### src/rtl/core/packed_pattern_unpacker_macros.svh
// Assertion macros shared by the packed pattern unpacker RTL.
// Included by the top level; the assertions drop out when ASSERT_OFF is defined.
`ifndef PACKED_PATTERN_UNPACKER_MACROS_SVH
`define PACKED_PATTERN_UNPACKER_MACROS_SVH
`ifndef ASSERT_OFF
// Property that must hold at every clock edge outside reset.
`define PPU_ASSERT(label, prop, msg) \
  label: assert property (@(posedge clk_i) disable iff (!rst_ni) (prop)) else $error(msg);
// Antecedent implies the consequent in the same cycle.
`define PPU_ASSERT_IMP(label, ante, cons, msg) \
  label: assert property (@(posedge clk_i) disable iff (!rst_ni) (ante) |-> (cons)) \
    else $error(msg);
`else
`define PPU_ASSERT(label, prop, msg)
`define PPU_ASSERT_IMP(label, ante, cons, msg)
`endif
`endif

### src/rtl/core/ppu_pkg.sv
// Types, constants and the note conversion of the packed pattern unpacker.
// No dependencies; imported by the top level.
`timescale 1ns / 1ps
`default_nettype none

package ppu_pkg;

  localparam int unsigned MAX_CHANNELS = 32;
  localparam int unsigned CHAN_W       = 5;
  localparam int unsigned ROWF_W       = 6;
  localparam int unsigned NUM_CH_W     = 6;
  localparam logic [NUM_CH_W-1:0] NUM_CH_RESET = 6'd32;

  localparam logic [7:0] NOTE_KEY_OFF = 8'd254;
  localparam logic [7:0] NOTE_EMPTY   = 8'd255;
  localparam logic [7:0] NOTE_BIAS    = 8'd12;

  // Phase of the byte decoder: which byte of an entry comes next.
  typedef enum logic [2:0] {
    PH_PACK,
    PH_NOTE,
    PH_INSTR,
    PH_VOL,
    PH_EFFECT,
    PH_INFO
  } phase_e;

  // One result, field order as on the output stream.
  typedef struct packed {
    logic [7:0]        fx_info;
    logic [7:0]        effect;
    logic [7:0]        volume;
    logic [7:0]        instrument;
    logic [7:0]        note;
    logic [ROWF_W-1:0] row;
    logic [CHAN_W-1:0] channel;
    logic              is_entry;
    logic              pattern_end;
  } result_t;

  // Octave in the high nibble, semitone in the low one; the two special codes pass.
  function automatic logic [7:0] map_note(input logic [7:0] raw);
    logic [7:0] octave_x12;
    octave_x12 = {1'b0, raw[7:4], 3'b000} + {2'b00, raw[7:4], 2'b00};
    if (raw == NOTE_KEY_OFF || raw == NOTE_EMPTY) begin
      return raw;
    end
    return octave_x12 + {4'h0, raw[3:0]} + NOTE_BIAS;
  endfunction

endpackage

`default_nettype wire

### src/rtl/core/packed_pattern_unpacker.sv
// Packed pattern unpacker: decodes the packed byte stream of one tracker pattern.
// Depends on ppu_pkg and on packed_pattern_unpacker_macros.svh for its assertions.
`timescale 1ns / 1ps
`default_nettype none
`include "packed_pattern_unpacker_macros.svh"

//  Channel   Direction  Width  Contents
//  s_axis    in         8      one raw pattern byte per request
//  m_axis    out        56     one decoded entry or the pattern end marker
//  apb       in/out     32     register 0 at byte address 0: num_channels
//
// The decoder state and the result are updated at the edge that accepts the byte,
// so a request may follow in each cycle while s_axis_tready_o is high. The rate is
// set by the phase register and its decode logic.
// A result sits in the output register; if it is not taken, the next result goes
// to a skid register and only then does s_axis_tready_o fall, so a stalled output
// stops the input only once two results are waiting.
// Reset clears the phase, the row counter and both valid bits, and sets
// num_channels to 32. There is no clearing pass.
module packed_pattern_unpacker
  import ppu_pkg::*;
#(
  parameter int unsigned ROWS = 64
) (
  input  wire logic        clk_i,
  input  wire logic        rst_ni,
  // Input stream; tdata: pattern_byte[7:0].
  input  wire logic [7:0]  s_axis_tdata_i,
  input  wire logic        s_axis_tvalid_i,
  output logic             s_axis_tready_o,
  // Output stream; tdata from bit 0: channel[4:0], row[10:5], note[18:11],
  // instrument[26:19], volume[34:27], effect[42:35], fx_info[50:43], zeros.
  output logic [55:0]      m_axis_tdata_o,
  // tuser: is_entry.
  output logic             m_axis_tuser_o,
  // tlast: pattern_end.
  output logic             m_axis_tlast_o,
  output logic             m_axis_tvalid_o,
  input  wire logic        m_axis_tready_i,
  // Configuration port.
  input  wire logic        psel,
  input  wire logic        penable,
  input  wire logic        pwrite,
  input  wire logic [2:0]  paddr,
  input  wire logic [31:0] pwdata,
  output logic [31:0]      prdata,
  output logic             pready
);

  // The row counter holds 0 to ROWS-1; its increment needs one bit more.
  localparam int unsigned ROW_W = (ROWS > 1) ? $clog2(ROWS) : 1;
  localparam logic [ROW_W:0] ROWS_CNT = (ROW_W + 1)'(ROWS);
  localparam logic [ROWF_W-1:0] END_ROW = ROWF_W'((ROWS - 1) % 64);

  // Configuration register.
  logic [NUM_CH_W-1:0] num_ch_q;
  logic                cfg_wr;

  // Decoder state.
  phase_e          phase_q, phase_d;
  logic [2:0]      pend_q, pend_d;
  logic [CHAN_W-1:0] chan_q, chan_d;
  logic [ROW_W-1:0]  row_q, row_d;
  logic [7:0]      note_q, note_d;
  logic [7:0]      instr_q, instr_d;
  logic [7:0]      vol_q, vol_d;
  logic [7:0]      fx_q, fx_d;

  // Output register and skid stage.
  result_t out_q, skid_q, res;
  logic    out_valid_q, skid_valid_q;
  logic    res_valid;
  logic    in_acc, out_take, new_res;

  // Decode helpers.
  logic [7:0]         in_byte;
  logic [ROW_W:0]     row_inc;
  logic [ROW_W+5:0]   row_wide;
  logic               do_adv;
  logic [7:0]         info;
  logic               chan_ok;

  // --------------------------------------------------------------------------
  // APB register. Only index 0 exists; byte offsets within the word are ignored.
  // --------------------------------------------------------------------------
  assign pready = 1'b1;
  assign cfg_wr = psel && penable && pwrite && pready && (paddr[2] == 1'b0);
  assign prdata = (paddr[2] == 1'b0) ? {{(32 - NUM_CH_W){1'b0}}, num_ch_q} : 32'h0;

  always_ff @(posedge clk_i or negedge rst_ni) begin
    if (!rst_ni) begin
      num_ch_q <= NUM_CH_RESET;
    end else if (cfg_wr) begin
      num_ch_q <= pwdata[NUM_CH_W-1:0];
    end
  end

  // --------------------------------------------------------------------------
  // Handshakes. A byte is refused only while the skid register is occupied.
  // --------------------------------------------------------------------------
  assign s_axis_tready_o = !skid_valid_q;
  assign in_acc   = s_axis_tvalid_i && s_axis_tready_o;
  assign out_take = out_valid_q && m_axis_tready_i;
  assign new_res  = in_acc && res_valid;
  assign in_byte  = s_axis_tdata_i;

  assign row_inc  = {1'b0, row_q} + (ROW_W + 1)'(1);
  assign row_wide = (ROW_W + 6)'(row_q);

  // --------------------------------------------------------------------------
  // Byte decoder. A zero pack byte ends the row; any other announces which bytes
  // follow. Each following byte but the effect info fills one held field, and the
  // entry is finished after its last byte.
  always_comb begin
    phase_d   = phase_q;
    pend_d    = pend_q;
    chan_d    = chan_q;
    row_d     = row_q;
    note_d    = note_q;
    instr_d   = instr_q;
    vol_d     = vol_q;
    fx_d      = fx_q;
    do_adv    = 1'b0;
    info      = 8'h00;
    res_valid = 1'b0;
    res       = '0;
    chan_ok   = 1'b0;

    case (phase_q)
      PH_NOTE: begin
        note_d  = map_note(in_byte);
        phase_d = PH_INSTR;
      end
      PH_INSTR: begin
        instr_d = in_byte;
        do_adv  = 1'b1;
      end
      PH_VOL: begin
        vol_d  = in_byte;
        do_adv = 1'b1;
      end
      PH_EFFECT: begin
        fx_d    = in_byte;
        phase_d = PH_INFO;
      end
      PH_INFO: begin
        info   = in_byte;
        do_adv = 1'b1;
      end
      default: begin
        phase_d = PH_PACK;
        if (in_byte == 8'h00) begin
          // End of row; the last row of the pattern also gives the end marker.
          if (row_inc == ROWS_CNT) begin
            row_d           = '0;
            res_valid       = 1'b1;
            res.row         = END_ROW;
            res.pattern_end = 1'b1;
          end else begin
            row_d = row_inc[ROW_W-1:0];
          end
        end else begin
          chan_d  = in_byte[CHAN_W-1:0];
          pend_d  = in_byte[7:5];
          note_d  = 8'h00;
          instr_d = 8'h00;
          vol_d   = 8'h00;
          fx_d    = 8'h00;
          do_adv  = 1'b1;
        end
      end
    endcase

    // Move to the next announced group, or finish the entry when none is left.
    if (do_adv) begin
      if (pend_d[0]) begin
        pend_d[0] = 1'b0;
        phase_d   = PH_NOTE;
      end else if (pend_d[1]) begin
        pend_d[1] = 1'b0;
        phase_d   = PH_VOL;
      end else if (pend_d[2]) begin
        pend_d[2] = 1'b0;
        phase_d   = PH_EFFECT;
      end else begin
        phase_d = PH_PACK;
        chan_ok = ({1'b0, chan_d} < num_ch_q) &&
                  (NUM_CH_W'(chan_d) < NUM_CH_W'(MAX_CHANNELS));
        if (chan_ok) begin
          res_valid        = 1'b1;
          res.channel      = chan_d;
          res.row          = row_wide[ROWF_W-1:0];
          res.note         = note_d;
          res.instrument   = instr_d;
          res.volume       = vol_d;
          res.effect       = fx_d;
          res.fx_info      = info;
          res.is_entry     = 1'b1;
        end
      end
    end
  end

  always_ff @(posedge clk_i or negedge rst_ni) begin
    if (!rst_ni) begin
      phase_q <= PH_PACK;
      pend_q  <= '0;
      chan_q  <= '0;
      row_q   <= '0;
      note_q  <= '0;
      instr_q <= '0;
      vol_q   <= '0;
      fx_q    <= '0;
    end else if (in_acc) begin
      phase_q <= phase_d;
      pend_q  <= pend_d;
      chan_q  <= chan_d;
      row_q   <= row_d;
      note_q  <= note_d;
      instr_q <= instr_d;
      vol_q   <= vol_d;
      fx_q    <= fx_d;
    end
  end

  // --------------------------------------------------------------------------
  // Output register with skid stage. The skid register only fills while the
  // output register holds a result that is not being taken.
  // --------------------------------------------------------------------------
  always_ff @(posedge clk_i or negedge rst_ni) begin
    if (!rst_ni) begin
      out_valid_q  <= 1'b0;
      skid_valid_q <= 1'b0;
    end else if (!out_valid_q || out_take) begin
      out_valid_q  <= skid_valid_q || new_res;
      skid_valid_q <= 1'b0;
    end else if (new_res) begin
      skid_valid_q <= 1'b1;
    end
  end

  always_ff @(posedge clk_i) begin
    if (!out_valid_q || out_take) begin
      if (skid_valid_q) begin
        out_q <= skid_q;
      end else if (new_res) begin
        out_q <= res;
      end
    end else if (new_res) begin
      skid_q <= res;
    end
  end

  assign m_axis_tvalid_o = out_valid_q;
  assign m_axis_tdata_o  = {5'b0_0000, out_q.fx_info, out_q.effect, out_q.volume,
                            out_q.instrument, out_q.note, out_q.row, out_q.channel};
  assign m_axis_tuser_o  = out_q.is_entry;
  assign m_axis_tlast_o  = out_q.pattern_end;

  // --------------------------------------------------------------------------
  // Assertions.
  // --------------------------------------------------------------------------
  `PPU_ASSERT(a_skid_behind_out, !skid_valid_q || out_valid_q, "skid full with output empty")
  `PPU_ASSERT_IMP(a_effect_flags_done, phase_q == PH_EFFECT || phase_q == PH_INFO,
                  pend_q == 3'b000, "groups still pending in effect phase")
  `PPU_ASSERT_IMP(a_mid_entry_note_done, phase_q != PH_PACK, !pend_q[0],
                  "note group still pending inside an entry")
  `PPU_ASSERT_IMP(a_marker_kind, m_axis_tvalid_o, m_axis_tuser_o != m_axis_tlast_o,
                  "result is neither entry nor end marker")

endmodule

`default_nettype wire

### config.mk
export PLATFORM = sky130hd
export DESIGN_NAME = packed_pattern_unpacker
export DESIGN_NICKNAME = d
export VERILOG_FILES = /design/src/rtl/core/ppu_pkg.sv /design/src/rtl/core/packed_pattern_unpacker.sv
export VERILOG_INCLUDE_DIRS = /design/src /design/src/rtl/core
export SDC_FILE = /design/constraint.sdc
export NUM_CORES = 1
export LEC_CHECK = 0
export BUFFER_PORTS_ARGS = -buffer_cell sky130_fd_sc_hd__buf_2
export CAP_MARGIN = 20
export CORE_ASPECT_RATIO = 0.6
export CORE_MARGIN = 2
export CORE_UTILIZATION = 30
export CTS_BUF_LIST = sky130_fd_sc_hd__clkbuf_8 sky130_fd_sc_hd__clkbuf_16
export CTS_CLUSTER_DIAMETER = 150
export DETAILED_ROUTE_END_ITERATION = 12
export PLACE_DENSITY = 0.56
export SKIP_CTS_REPAIR_TIMING = 1
export SYNTH_ARGS = -nofsm -noshare
export SYNTH_HDL_FRONTEND = slang
export SYNTH_SLANG_ARGS = --single-unit
### constraint.sdc
create_clock -name clk_i -period 8.4 [get_ports clk_i]
set_input_delay 0.84 -clock clk_i [delete_from_list [all_inputs] [get_ports clk_i]]
set_output_delay 0.84 -clock clk_i [all_outputs]
set_load 0.02 [all_outputs]
After elaboration in Yosys (flattened, before gate mapping)
Index checks and enable logic that the tools add are counted.
{ "op_classes": {"reduce_logical": 25, "magnitude_cmp": 1, "addsub": 4, "n_mux": 49, "n_eq_ne": 9, "bitwise": 3} }
{ "op_table": {"columns": ["cell", "n"], "rows": [
  ["two-way mux 52 bit", 5],
  ["two-way mux 53 bit", 2],
  ["case mux 8 bit (2 select lines)", 4],
  ["two-way mux 8 bit", 7],
  ["two-way mux 6 bit", 5],
  ["two-way mux 3 bit", 7],
  ["== test 8 bit, second input constant", 2],
  ["OR reduction 4 bit", 4],
  ["two-way mux 1 bit", 14],
  ["two-way mux 5 bit", 2],
  ["case mux 3 bit (3 select lines)", 1],
  ["adder 7 x 6 -> 8 bit", 1],
  ["adder 8 x 4 -> 8 bit", 1],
  ["adder 8 x 4 -> 8 bit, second input constant", 1],
  ["logical NOT 8 bit", 1],
  ["adder 6 x 1 -> 7 bit, second input constant", 1],
  ["== test 7 bit, second input constant", 1],
  ["== test 3 x 2 -> 1 bit, second input constant", 2],
  ["== test 3 bit, second input constant", 2],
  ["logical AND 1 bit", 6],
  ["< comparator 5 x 6 -> 1 bit", 1],
  ["AND reduction 2 bit", 3],
  ["OR reduction 5 bit", 1],
  ["nonzero test 2 bit", 2],
  ["other kinds (10)", 15]
]} }
{ "word_totals": {"word_cells": 120, "in_bits": 50, "regBits": 163, "out_inout_bits": 93} }

Depth between registers and ports, before layout
Gate-level depths: netlist of the first run.
{ "depth": {"word_depth": 13, "depth_mapped": 17, "ltp_nobuf": 13} }

Least setup slack after synthesis of the first run
No wires, ideal clock.
{ "synth_timing": {"kind": "input -> register", "startpoint": "input s_axis_tdata_i[6]", "endpoint": "register skid_q[0] in the netlist's numbering (enable)", "setup_ps": 543, "path_slack_ps": 445, "cell_stages": 14, "t_arrival_ps": 7412, "cell_sequence": "inv_1 ha_1 or4b_1 buf_2 o211ai_4 mux2i_1 inv_1 ha_1 a21oi_1 a21oi_1 a2111oi_2 nand3_2 buf_2 a211oi_1"} }
{ "synth_between": {"elab_chain_len": 11} }
{ "synth_rtl": {"columns": ["element", "line", "source"], "rows": [
  ["from (decl)", "packed_pattern_unpacker.sv:28", "input wire logic [7:0] s_axis_tdata_i,"],
  ["logical NOT 8 bit", "packed_pattern_unpacker.sv:152", "if (in_byte == 8'h00) begin"],
  ["two-way mux 5 bit", "packed_pattern_unpacker.sv:152", null],
  ["two-way mux 5 bit", "packed_pattern_unpacker.sv:129", "case (phase_q)"],
  ["via chan_d[4]", "packed_pattern_unpacker.sv:62", "logic [CHAN_W-1:0] chan_q, chan_d;"],
  ["< comparator 5 x 6 -> 1 bit", "packed_pattern_unpacker.sv:187", "chan_ok = ({1'b0, chan_d} < num_ch_q) &&"],
  ["two-way mux 1 bit", "packed_pattern_unpacker.sv:189", "if (chan_ok) begin"],
  ["two-way mux 1 bit", "packed_pattern_unpacker.sv:182", "end else if (pend_d[2]) begin"],
  ["two-way mux 1 bit", "packed_pattern_unpacker.sv:179", "end else if (pend_d[1]) begin"],
  ["two-way mux 1 bit", "packed_pattern_unpacker.sv:176", "if (pend_d[0]) begin"],
  ["two-way mux 1 bit", "packed_pattern_unpacker.sv:175", "if (do_adv) begin"],
  ["logical AND 1 bit", "packed_pattern_unpacker.sv:104", "assign new_res = in_acc && res_valid;"],
  ["AND reduction 2 bit (no line)", null, null],
  ["to (signal assigned)", "packed_pattern_unpacker.sv:250", "skid_q <= res;"],
  ["to (decl)", "packed_pattern_unpacker.sv:70", "result_t out_q, skid_q, res;"]
]} }
The timed path passes the listed nets, and every way through them passes these cells.
A chain may end at the register's enable or synchronous reset.

Final worst setup path of the first run
{ "layout_timing": {"startpoint": "input s_axis_tdata_i[6]", "endpoint": "register skid_q[36] in the netlist's numbering (enable)"} }
The elaborated chain is that of the path after synthesis.

==> flow_summary_export.csv, run 1 <==
group,metric,value,unit
run_status,outcome,"completed",
routing,firstDrtPassIters,5,
grt,grt_pass1_vias,4778,
yosys,synthTopCellsByArea,"edfxtp_1 41%, dfrtp_1 18%, nand2_1 5.0%",
die,rows,45,
clock_network,cts-htree-levels,4,
hold_path,hold_end,"note_q[1]$_DFFE_PN0P_",
worst_setup_path,r2r_slack,3.72,ns
power,swShare,38.6,%
die,initial_core_util,30.7,%
worst_setup_path,worst-path-max-fanout,55,
power,ir_drop,174,uV
worst_setup_path,r2r_end,"skid_q[36]$_DFFE_PP_",
yosys,yosys.area.top_type,"edfxtp_1",
placed_design,io_buffers,82,
layout,syn2layout_area_growth,15.4,%
worst_setup_path,cp_slowest_cell,"o211ai_4",
routing,drt-total-wl,18600,microns
clock_network,tritoncts,"done",
grt,grt_pass1_wl,28500,microns
yosys,yosys_warnings,0,
clock_network,clockBufferDepth,2,
clock_network,cts_sinks,163,
grt,overflow,0,
yosys,synth_area_per_cell,11.3,sq um
yosys,async_reset_ff_share,35.0,%
yosys,synth_edf_count,106,
routing,ant_nets,0,
hold_path,whs_path_depth,2,
worst_setup_path,cp-end-kind,"register",
worst_setup_path,slowest_delay,0.73,ns
sta,max_freq,174,MHz
yosys,yosysMostFrequentCell,"edfxtp_1",
layout,diodes,0,
power,p_seq_share,39.6,%
power,internal_power,1.86,mW
sta,fin_setup_tns,0,ns
sta,tightestPinTransition,1.09,ns
worst_setup_path,crit_type,"input port to register",
worst_setup_path,arrival,5.80,ns
worst_setup_path,path_cells,"buf_2, inv_1, ha_1, or4b_1, o211ai_4, mux2i_1, inv_1, ha_1, a21oi_1, a21oi_1, a2111oi_2, nand3_4, buf_4, buf_12, a211oi_4, buf_4",
hold_path,min_from,"note_q[1]$_DFFE_PN0P_",
sta,fin_skew,0.00678,ns
routing,via_count,5338,
layout,drive_gt1_share,19.5,%
yosys,yosysSeqAreaShare,59.1,%
clock_network,cts_made_buffers,17,
power,leakage,3.47,nW
routing,dr.first_iter.drc_count,469,
sta,rsz0062_at_grt,"no",
yosys,synth.cell_area,0.00779,sq mm
routing,wl_per_cell,16.7,microns
flow_run,drv_cap,0,
grt,antenna_found_initial,0,
clock_network,root_buffer,"clkbuf_16",
die,core,0.0254,sq mm
worst_setup_path,required,8.47,ns
die,ios,143,
die,die_h,129,microns
routing,drcViolationCount,0,
power,p_sw,1.17,mW
die,die_w,212,microns
sta,hold_violations,0,
sta,slew_violations,0,
yosys,synth_cells,689,
yosys,synth-main-ff-cell,"edfxtp_1",
placed_design,place.gp.congestion,0.867,
yosys,yosys.cell_types.count,63,
hold_path,hp-class,"register to register",
worst_setup_path,cp-start-kind,"input port",
power,powerDensity,337,mW/mm^2
yosys,synth_seq_cells,163,
sta,slew-limit-headroom,27.1,%
worst_setup_path,r2r-start,"phase_q[1]$_DFFE_PN0P_",
layout,fin_util,35.4,%
sta,period_share,68.2,%
clock_network,clock_latency,0.43,ns
placed_design,dpl.hpwl,11700,microns
worst_setup_path,cp-startpoint,"s_axis_tdata_i[6]",
sta,period_needed,5.73,ns
yosys,synth_top_area_share,40.8,%
routing,vias_per_cell,4.78,
grt,gr-usage-all-layers,14.0,%
grt,grt_max_degree,108,
clock_network,clkTransAtPathRegs,0.06,ns
power,combPwrFrac,35.6,%
worst_setup_path,reg2reg_depth,13,
power,p_clk_share,24.7,%
layout,final_nets,820,
sta,setup_viol,0,
die,dieArea,0.0273,sq mm
yosys,yosys-top-cells-count,"106 x edfxtp_1, 104 x nand2_1, 56 x dfrtp_1, 56 x nor2_1, 40 x o21ai_0",
==> state kept, by name, indices dropped and copies added (netlist names) <==
signal and cells:
pend_q 3, m_axis_tdata_o 51, m_axis_tlast_o 1, note_q 8
phase_q 3, chan_q 5, skid_q 53, instr_q 8
m_axis_tvalid_o 1, m_axis_tuser_o 1, vol_q 8, skid_valid_q 1
fx_q 8, num_ch_q 6, row_q 6
==> worst max-delay path: cells and delay by family <==
family                   cells  cell delay (ns)
adder cells (fa/ha/maj)      2             0.54
AND/OR/NAND/NOR              2             0.69
AO/OA/AOI/OAI                5             1.64
multiplexers                 1             0.45
buffers and inverters        6             1.58
==> power groups by stage <==
| stage | Combinational, mW | Clock [mW] | Sequential [mW] |
|---|---|---|---|
| after detailed placement | 1.06 | 0 | 1.21 |
| after floorplan | 0.693 | 0 | 1.31 |
| after global placement | 1.05 | 0 | 1.21 |
| after CTS | 1.07 | 0.771 | 1.20 |
| final | 1.08 | 0.749 | 1.20 |
| after global routing | 1.20 | 0.801 | 1.22 |
==> per-stage QoR <==
step                total power, mW  area, sq um  instances  hold slack, ns  setup WS [ns]
finish                         3.03         8990       1116           0.477           2.67
global route                   3.22         8990       1116           0.507           2.21
CTS                            3.04         8950       1114           0.481           2.64
detailed placement             2.28         8400       1082           0.466           2.19
global placement               2.26         8400       1082           0.457           2.20
floorplan                      2.00         7910        719           0.442          0.445
==> worst max-delay path by stage <==
stage / endpoint / slack [ns] / cells past startpoint
6_report: skid_q[36]$_DFFE_PP_ / 2.67 / 16
5_1_grt: m_axis_tdata_o[44]$_DFFE_PP_ / 2.21 / 14
4_1_cts: m_axis_tuser_o$_DFFE_PP_ / 2.64 / 14
3_5_place_dp: m_axis_tdata_o[34]$_DFFE_PP_ / 2.19 / 14
3_3_place_gp: m_axis_tdata_o[34]$_DFFE_PP_ / 2.20 / 14
2_1_floorplan: skid_q[0]$_DFFE_PP_ / 0.44 / 14
==> logic make-up (layout without fill, tap and decap cells) <==
| logic type | count (synthesis) | after routing | synth area share, % |
|---|---|---|---|
| buf+inv | 103 | 148 | 7.00 |
| compound gates | 165 | 165 | 15.0 |
| mux | 22 | 22 | 3.07 |
| simple gates | 209 | 209 | 11.8 |
| xor+xnor | 6 | 6 | 0.674 |
| fa+ha+maj | 19 | 19 | 3.24 |
| flops | 163 | 163 | 59.1 |
| other cells | 2 | 32 | 0.0963 |
==> cell usage in the layout, fill, tap and decap left out, types with 8 or more instances in the layout <==
master     synthesis  layout
nor3_1            15      15
ha_1              17      17
a22oi_1           17      17
conb_1             2      32
a21oi_1            9       9
clkbuf_16          0      18
edfxtp_1         106     106
mux2_2            14      14
o21ai_0           40      40
a22o_1             8       8
o41ai_1           10      10
a31oi_1            9       8
dfrtp_1           56      55
nor2_1            56      56
nand2_1          104     103
o31ai_1           39      39
buf_2             13      82
inv_1             24      28
==> area by class of cell <==
class                           instances  area [sq um]
Clock buffer                           19           464
Clock inverter                         13          91.3
Fill cell                            2550         16400
Inverter                               25          93.8
Multi-Input combinational cell        453          2790
Sequential cell                       163          4610
Tap cell                              352           440
Timing Repair Buffer                   91           503
==> routing by layer <==
layer	up-vias	share of wire, %	track usage [%]
li1	2565	-	-
met1	2604	54	22.6
met2	154	40	17.6
met3	15	5.5	3.73
met4	0	1.1	4.06
met5	-	0	0
No activity file was read; power rests on OpenSTA's default activity.
==> inputs of run 2 (changes only) <==
clock period = 5.45 ns   (was 8.4 ns; I/O delays follow)
==> run 2 against run 1 <==
Compared with the run above: combinational power is 54% higher; clock-buffer cell count fell by 2; register-to-register slack worse by 2.3 ns; critical path depth shrank 2; highest routed layer unchanged.
==> flow_summary_export.csv, run 2 (synthesis gave the netlist of run 1 again) <==
group,metric,value,unit
grt,grt_max_degree,105,
clock_network,clockBufferDepth,2,
power,ir_drop,367,uV
routing,ant_nets,0,
sta,period_needed,4.46,ns
layout,largest_reg_flops,53,
clock_network,clock_latency,0.43,ns
layout,top_register,"skid_q",
routing,dr.first_iter.drc_count,486,
sta,setup_slack,0.993,ns
power,leakage,3.47,nW
hold_path,hp-class,"input port to async pin",
sta,hold_violations,0,
worst_setup_path,reg2reg_depth,11,
layout,final_cell_mix,"106 x edfxtp_1, 103 x nand2_1, 82 x buf_2, 56 x nor2_1, 55 x dfrtp_1",
die,rows,45,
sta,max_freq,224,MHz
sta,setup_viol,0,
layout,diodes,0,
layout,fin_area,0.00905,sq mm
clock_network,cts_sinks,163,
run_status,outcome,"completed",
worst_setup_path,r2r_end,"m_axis_tdata_o[46]$_DFFE_PP_",
grt,overflow,0,
layout,fillers,2558,
routing,via_count,5303,
worst_setup_path,required,5.61,ns
routing,wl_per_cell,16.4,microns
sta,slew-limit-headroom,27.1,%
placed_design,place.gp.congestion,0.882,
worst_setup_path,r2r-start,"phase_q[1]$_DFFE_PN0P_",
power,finalPower,4.72,mW
clock_network,cts_made_buffers,17,
grt,antenna_found_initial,0,
layout,syn2layout_area_growth,16.1,%
placed_design,dp_slack,0.564,ns
placed_design,io_buffers,82,
routing,vias_per_cell,4.73,
sta,tightestPinTransition,1.09,ns
die,dieArea,0.0273,sq mm
grt,grt_pass1_wl,28700,microns
worst_setup_path,cp-end-kind,"register",
die,core,0.0254,sq mm
placed_design,dpl.hpwl,12000,microns
clock_network,cts-htree-levels,4,
worst_setup_path,arrival,4.62,ns
sta,period_share,81.8,%
sta,slew_violations,0,
clock_network,tritoncts,"done",
worst_setup_path,crit_type,"input port to register",
layout,final_common_cell,"edfxtp_1",
die,ios,143,
worst_setup_path,r2r_slack,1.39,ns
grt,grt_pass1_vias,4772,
die,die_h,129,microns
routing,firstDrtPassIters,5,
sta,fin_skew,0.0113,ns
sta,rsz0062_at_grt,"no",
clock_network,root_buffer,"clkbuf_16",
layout,drive_gt1_share,20.0,%
power,powerDensity,521,mW/mm^2
placed_design,place_area,0.00844,sq mm
routing,drcViolationCount,0,
worst_setup_path,cp-start-kind,"input port",
die,initial_core_util,30.7,%
layout,final_nets,825,
routing,drt-total-wl,18400,microns
worst_setup_path,worst-path-max-fanout,54,
clock_network,clkTransAtPathRegs,0.07,ns
grt,gr-usage-all-layers,13.9,%
die,die_w,212,microns
flow_run,drv_cap,0,
sta,fin_setup_tns,0,ns
[run 2: changes by cell type in the layout (fill, tap and decap cells not counted)]
cell and delta:
clkinv_4 +3, inv_1 -4, inv_6 +1, clkinv_2 -2, buf_12 -1, clkinvlp_4 +1
buf_4 +6, clkbuf_16 -1, bufinv_16 +2, inv_4 -3, clkbuf_8 -1, clkinv_1 +4
[run 2: area by class of cell]
type / instances / area (sq um) / area share (%)
sequential: 163 / 4610 / 50.9
multi-input combinational: 453 / 2790 / 30.8
timing repair buffer: 96 / 528 / 5.83
tap: 352 / 440 / 4.86
clock buffer: 17 / 425 / 4.70
clock inverter: 15 / 165 / 1.82
inverter: 25 / 93.8 / 1.04
[run 2: how the worst max path moves through the flow]
stage	from	end	slack (ns)
after floorplan	s_axis_tdata_i[6]	m_axis_tdata_o[0]$_DFFE_PP_	0.04
after global placement	s_axis_tdata_i[7]	skid_q[38]$_DFFE_PP_	0.61
after detailed placement	s_axis_tdata_i[7]	skid_q[38]$_DFFE_PP_	0.56
after CTS	s_axis_tdata_i[7]	skid_q[41]$_DFFE_PP_	1.01
after global routing	s_axis_tdata_i[7]	m_axis_tdata_o[46]$_DFFE_PP_	0.74
final	s_axis_tdata_i[7]	m_axis_tdata_o[46]$_DFFE_PP_	0.99
[run 2: report_power, final]
part / leakage [nW] / switching [mW] / internal [mW]
sequential: 1.75 / 0.142 / 1.70
clock: 0.283 / 0.502 / 0.715
combinational: 1.44 / 1.16 / 0.493
total: 3.47 / 1.81 / 2.91
[run 2: per-layer routing]
layer	vias to the layer above	GRT usage, %	share of wire (%)	wire [microns]
met1	2553	22.9	54	9980
met3	14	3.20	5.4	998
li1	2589	-	-	-
met5	-	0	0	0
met4	0	3.89	0.79	145
met2	147	17.5	40	7310
[run 2: through the flow]
stage / util (%) / hold WS [ns] / instances
after detailed placement: 33.2 / 0.468 / 1088
after floorplan: - / 0.249 / 719
after global routing: 35.7 / 0.326 / 1121
final: 35.7 / 0.269 / 1121
after global placement: 33.2 / 0.458 / 1088
after CTS: 35.6 / 0.293 / 1120
[run 2: worst max-delay path: stages]
cell,delay [ns]
buf_2,0.17
inv_1,0.10
ha_1,0.18
or4b_1,0.57
o211ai_4,0.42
buf_4,0.31
nor2_1,0.06
a21oi_1,0.27
inv_1,0.08
ha_1,0.20
o41ai_1,0.62
nand3_4,0.20
buf_4,0.34
o41ai_1,0.51
